**src/rtl/bdrs_pkg.sv**
```systemverilog
// ============================================================================
// bdrs_pkg
// Shared constants, state encoding and controller/datapath bundles for the
// block-decomposed range-sum unit.
// ============================================================================
package bdrs_pkg;

    localparam int DEF_MAX_ELEMENTS = 1024;
    localparam int DEF_BLOCK_SIZE   = 32;

    localparam int ELEM_W  = 32;
    localparam int INDEX_W = 10;
    localparam int COUNT_W = 11;
    localparam int SUM_W   = 42;

    localparam logic [COUNT_W-1:0] COUNT_RESET = 11'd1024;

    localparam logic OP_WRITE = 1'b0;
    localparam logic OP_QUERY = 1'b1;

    typedef enum logic [5:0] {
        ST_CLEAR   = 6'b000001,
        ST_IDLE    = 6'b000010,
        ST_WR_READ = 6'b000100,
        ST_WR_UPD  = 6'b001000,
        ST_Q_RUN   = 6'b010000,
        ST_Q_DONE  = 6'b100000
    } state_t;

    typedef struct packed {
        logic clr_step;
        logic load;
        logic wr_update;
        logic q_step;
        logic out_load;
    } cmd_t;

    typedef struct packed {
        logic clr_last;
        logic is_query;
        logic write_ok;
        logic query_bad;
        logic q_end;
        logic out_free;
    } status_t;

endpackage

```
**src/rtl/bdrs_ctrl.sv**
```systemverilog
// ============================================================================
// bdrs_ctrl
// Sequencer for the range-sum unit: clearing pass, write read-modify-write,
// query walk and result hand-off.
// ============================================================================
module bdrs_ctrl
    import bdrs_pkg::*;
(
    input  logic    clk,
    input  logic    rst_n,
    input  logic    in_valid,
    output logic    in_stall,
    input  status_t status,
    output cmd_t    cmd
);

    state_t state_reg;
    state_t state_next;

    always_ff @(posedge clk or negedge rst_n)
    begin
        if (!rst_n)
        begin
            state_reg <= ST_CLEAR;
        end
        else
        begin
            state_reg <= state_next;
        end
    end

    always_comb
    begin
        state_next = state_reg;
        cmd        = '0;
        in_stall   = 1'b1;
        case (state_reg)
            ST_CLEAR:
            begin
                cmd.clr_step = 1'b1;
                if (status.clr_last)
                begin
                    state_next = ST_IDLE;
                end
            end
            ST_IDLE:
            begin
                in_stall = 1'b0;
                if (in_valid)
                begin
                    cmd.load = 1'b1;
                    if (status.is_query)
                    begin
                        state_next = status.query_bad ? ST_Q_DONE : ST_Q_RUN;
                    end
                    else
                    begin
                        state_next = status.write_ok ? ST_WR_READ : ST_IDLE;
                    end
                end
            end
            ST_WR_READ:
            begin
                state_next = ST_WR_UPD;
            end
            ST_WR_UPD:
            begin
                cmd.wr_update = 1'b1;
                state_next    = ST_IDLE;
            end
            ST_Q_RUN:
            begin
                cmd.q_step = 1'b1;
                if (status.q_end)
                begin
                    state_next = ST_Q_DONE;
                end
            end
            ST_Q_DONE:
            begin
                if (status.out_free)
                begin
                    cmd.out_load = 1'b1;
                    state_next   = ST_IDLE;
                end
            end
            default:
            begin
                state_next = ST_CLEAR;
            end
        endcase
    end

endmodule

```
**config.mk**
```make
export PLATFORM = sky130hd
export DESIGN_NAME = bdrs_ctrl
export DESIGN_NICKNAME = d
export VERILOG_FILES = /design/src/rtl/bdrs_pkg.sv /design/src/rtl/bdrs_ctrl.sv
export SDC_FILE = /design/constraint.sdc
export NUM_CORES = 1
export LEC_CHECK = 0
export BUFFER_PORTS_ARGS = -buffer_cell sky130_fd_sc_hd__buf_4
export CORE_ASPECT_RATIO = 0.75
export CORE_MARGIN = 2
export CORE_UTILIZATION = 25
export DETAILED_ROUTE_END_ITERATION = 10
export GPL_TIMING_DRIVEN = 0
export PLACE_DENSITY = 0.5
export REMOVE_ABC_BUFFERS = 1
export SLEW_MARGIN = 20
export SYNTH_ARGS = -nofsm -noshare
export SYNTH_HDL_FRONTEND = slang
export SYNTH_SLANG_ARGS = --single-unit
```
**constraint.sdc**
```tcl
create_clock -name clk -period 3.67 [get_ports clk]
set_input_delay 0.1835 -clock clk [delete_from_list [all_inputs] [get_ports clk]]
set_output_delay 0.1835 -clock clk [all_outputs]
set_load 0.1 [all_outputs]
```
# Word level (Yosys, flattened, before mapping)
# Cells that the tools add are included.
op_classes:
  n_bitwise: 0
  mul: 0
  shifts: 0
  muxes: 16
  n_div: 0
  reduce_logical: 1
  eq_ne: 10
  magnitude_cmp: 0
  n_addsub: 0
op_table:
  columns: ["cell", "count"]
  rows:
  - ["$mux 6", 6]
  - ["$pmux 6 s6", 1]
  - ["$mux 1", 8]
  - ["$ne 2x2->1 const B", 4]
  - ["$eq 6x1->1 const B", 1]
  - ["$eq 6x2->1 const B", 1]
  - ["$eq 6x3->1 const B", 1]
  - ["$eq 6x4->1 const B", 1]
  - ["$eq 6x5->1 const B", 1]
  - ["$eq 6x6->1 const B", 1]
  - ["$reduce_and 4->1", 1]
  - ["$mux 3", 1]
totals:
  input_bits: 9
  latch_bits: 0
  reg_bits: 6
  mem_count: 0
  mem_bits_rw: 0
  word_cells: 28
  rom_bits: 0
  out_inout_bits: 6

# Depth between registers and ports, before layout
logic_depth:
  word_depth: 4
  ltp_mapped: 5

# Worst setup path before layout
# No wires, ideal clock.
synth_timing:
  path_type: "reg-to-output"
  start: "register state_reg[1]"
  end: "output port cmd[0] (netlist bit)"
  t_arrival_ps: 4155
  stages_incl_launch_ff: 4
  path_slack_ps: -669
  t_required_ps: 3487
  cell_sequence: "dfrtp_1 -> buf_2 -> or4_4 -> nor4b_1"
synth_lines:
  columns: ["element", "line_no", "source"]
  rows:
  - ["start, declared", "bdrs_ctrl.sv:17", "state_t state_reg;"]
  - ["start signal, assigned", "bdrs_ctrl.sv:28", "state_reg <= state_next;"]
  - ["end, declared", "bdrs_ctrl.sv:14", "output cmd_t cmd"]

==> impl_metrics.json <==
{
  "cts_buffers": 3,
  "largest_reg_flops": 6,
  "path_cells": "or4_4 -> nor3b_2 -> and2_1 -> buf_4",
  "reg2reg_depth": 4,
  "cp_num_buf_inv": 1,
  "fin_ws_ns": 1.33,
  "fp.dieW_um": 53.5,
  "max_freq_mhz": 428,
  "antenna_found_initial": 0,
  "hold_viol_final": 0,
  "ys_seq_area_frac": 0.330,
  "dp.cells": 81,
  "synth.largest_area_cell": "dfrtp_1",
  "drive_gt1_frac": 0.391,
  "cellPowerDensity_nw_per_um2": 693,
  "critical-path-max-stage-delay_ns": 0.58,
  "grt_pass1_wl_um": 1680,
  "relSlewSlack": 0.748,
  "multiInputGateArea_um2": 287,
  "finalNonFillerCells": 86,
  "crit_family": "simple AND/OR/NAND/NOR gates",
  "finalSetupViolCount": 0,
  "globalplace.congestion": 0.700,
  "clkTransAtPathRegs_ns": 0.05,
  "finalNetCount": 74,
  "vias": 423,
  "crit_path_end_kind": "primary output",
  "power_mw": 0.426,
  "vdd_drop_max_v": 0.000324,
  "first_pass_iters": 2,
  "synth_top_family_by_area": "simple AND/OR/NAND/NOR gates",
  "holdPathEnd": "state_reg[0]",
  "rows": 13,
  "io_pins": 15,
  "synth.area.top_cells": "dfrtp_1 27%, nor3b_1 9.8%, dfstp_2 5.7%",
  "synth-simple-area-share": 0.387,
  "async_flop_share": 1.00,
  "min_period_ns": 2.34,
  "core-area_um2": 1720,
  "root_buffer": "clkbuf_4",
  "synth_xor_area_frac": 0.0381,
  "portBuffers": 14,
  "synth-edff-count": 0,
  "critPathLaunchType": "flop",
  "r2r_slack_ns": 1.79,
  "hp-start": "status[5]",
  "leakage_nw": 0.265,
  "setup_tns_ns": 0,
  "syn2layout_area_growth_pct": 33.8,
  "grt_setup_unrepaired": "no",
  "rr_startpoint": "state_reg[1]",
  "synth_cells": 48,
  "synth.ff_latch_count": 6,
  "min_path_cells": 2,
  "hpwl_um": 790,
  "viasPerCell": 4.92,
  "drc": 0,
  "synth_top_area_frac": 0.272,
  "synth_warnings": 0,
  "grt_pass1_vias": 365,
  "synthMuxAreaShare": 0,
  "synth-compound-area-share": 0.199,
  "worstPathArrival_ns": 2.16,
  "cts_tree": "done",
  "r2r-end": "state_reg[1]",
  "wl_per_cell_um": 12.0,
  "fin_crit_sh": 0.637,
  "synth_cell_type_count": 28,
  "wl_um": 1030,
  "postSynthAreaPerCell_um2": 9.57,
  "post_cts_buffers": 0,
  "outcome": "completed",
  "hold_path.class": "primary input to flop",
  "tightestPinTransition_ns": 0.376,
  "overflow": 0,
  "seqCellArea_um2": 151,
  "maxSlewViolCount": 0,
  "cts_buffer_depth": 2,
  "fp.dieH_um": 41.1,
  "antenna_cells": 0,
  "fillerInstances": 187,
  "worst_path_max_delay_cell": "or4_4",
  "synth_area_um2": 459,
  "preCtsSetupSlack_ns": 1.59,
  "ant_nets": 0,
  "fin_worst_skew_ns": 0.00147,
  "cts_resized": 0,
  "synth-adder-area-share": 0,
  "cts_htree_levels": 1,
  "start_util": 0.266,
  "dieArea_um2": 2200,
  "path_class": "flop to primary output",
  "grt_max_degree": 11,
  "cp.required_ns": 3.49,
  "track_usage": 0.116,
  "holdBufCountCts": 1,
  "clk_latency_ns": 0.25,
  "maxCapViolCount": 0,
  "worstPathMaxFanout": 10,
  "drt-initial-drc-count": 4,
  "cts.sinks": 6,
  "synth_ff_type": "dfrtp_1"
}
area by class of cell:
class | count | share of cell area
inverter | 2 | 0.0122
tap | 22 | 0.0448
sequential | 6 | 0.246
timing repair buffer | 15 | 0.187
multi-input combinational | 37 | 0.466
clock buffer | 4 | 0.0428
report_power, final:
| group | internal (mW) | leakage, nW | switching (mW) | total (mW) |
|---|---|---|---|---|
| sequential | 0.0840 | 0.0785 | 0.0288 | 0.113 |
| clock | 0.0413 | 0.0150 | 0.0257 | 0.0670 |
| combinational | 0.0845 | 0.172 | 0.161 | 0.246 |
| total | 0.210 | 0.265 | 0.216 | 0.426 |
metal layers:
metal / vias to the layer above / routed length [um] / global-route usage
met4: 0 / 0 / 0
met3: 0 / 88 / 0.0766
met5: - / 0 / 0
met1: 191 / 533 / 0.159
met2: 13 / 406 / 0.157
li1: 219 / - / -
worst reg2reg max path, stage by stage, from the launching register on:
cell      delay (ns)
dfrtp_1         0.45
or4_4           0.56
or4b_4          0.52
nand3_2         0.12
o221ai_2        0.10
cells in the mapped netlist, types with 2 or more instances:
cell type / number
dfrtp_1: 5
nor3b_1: 6
nor3_1: 2
inv_1: 2
or4_4: 2
o21ai_0: 2
or4_1: 2
nor4b_1: 2
buf_2: 2
nor2_1: 2
xor2_1: 2
nand2_1: 3
metrics by stage:
stage / instance area, um^2 / utilization / hold slack, ns
floorplan: 445 / - / -0.112
global placement: 578 / 0.335 / -0.00597
detailed placement: 578 / 0.335 / -0.00670
CTS: 614 / 0.356 / 0.0925
global route: 614 / 0.356 / 0.0839
finish: 614 / 0.356 / 0.101
cell families after synthesis:
group | count (synthesis)
AND/OR/NAND/NOR | 24
AO/OA/AOI/OAI | 11
buffers and inverters | 5
flip-flops | 6
XOR/XNOR | 2
worst max-delay path by stage:
| stage | from | slack, ns | cells past startpoint | endpoint |
|---|---|---|---|---|
| floorplan | state_reg[1] | -0.62 | 2 | cmd[0] |
| global placement | state_reg[5] | 1.58 | 4 | cmd[3] |
| detailed placement | state_reg[5] | 1.59 | 4 | cmd[3] |
| CTS | state_reg[5] | 1.32 | 4 | cmd[3] |
| global route | state_reg[5] | 1.21 | 4 | cmd[3] |
| finish | state_reg[4] | 1.33 | 4 | cmd[3] |
cells in the final DEF, fill, tap and decap left out, types with 2 or more instances in the layout:
master	n
nor2_1	2
clkbuf_4	3
nand2_1	3
nor3b_1	6
inv_1	2
or4_1	2
xor2_1	2
dfrtp_1	5
nor4b_1	2
o21ai_0	2
buf_4	14
or4_4	2
nor3_1	2
Power figures use the tool's default switching activity.
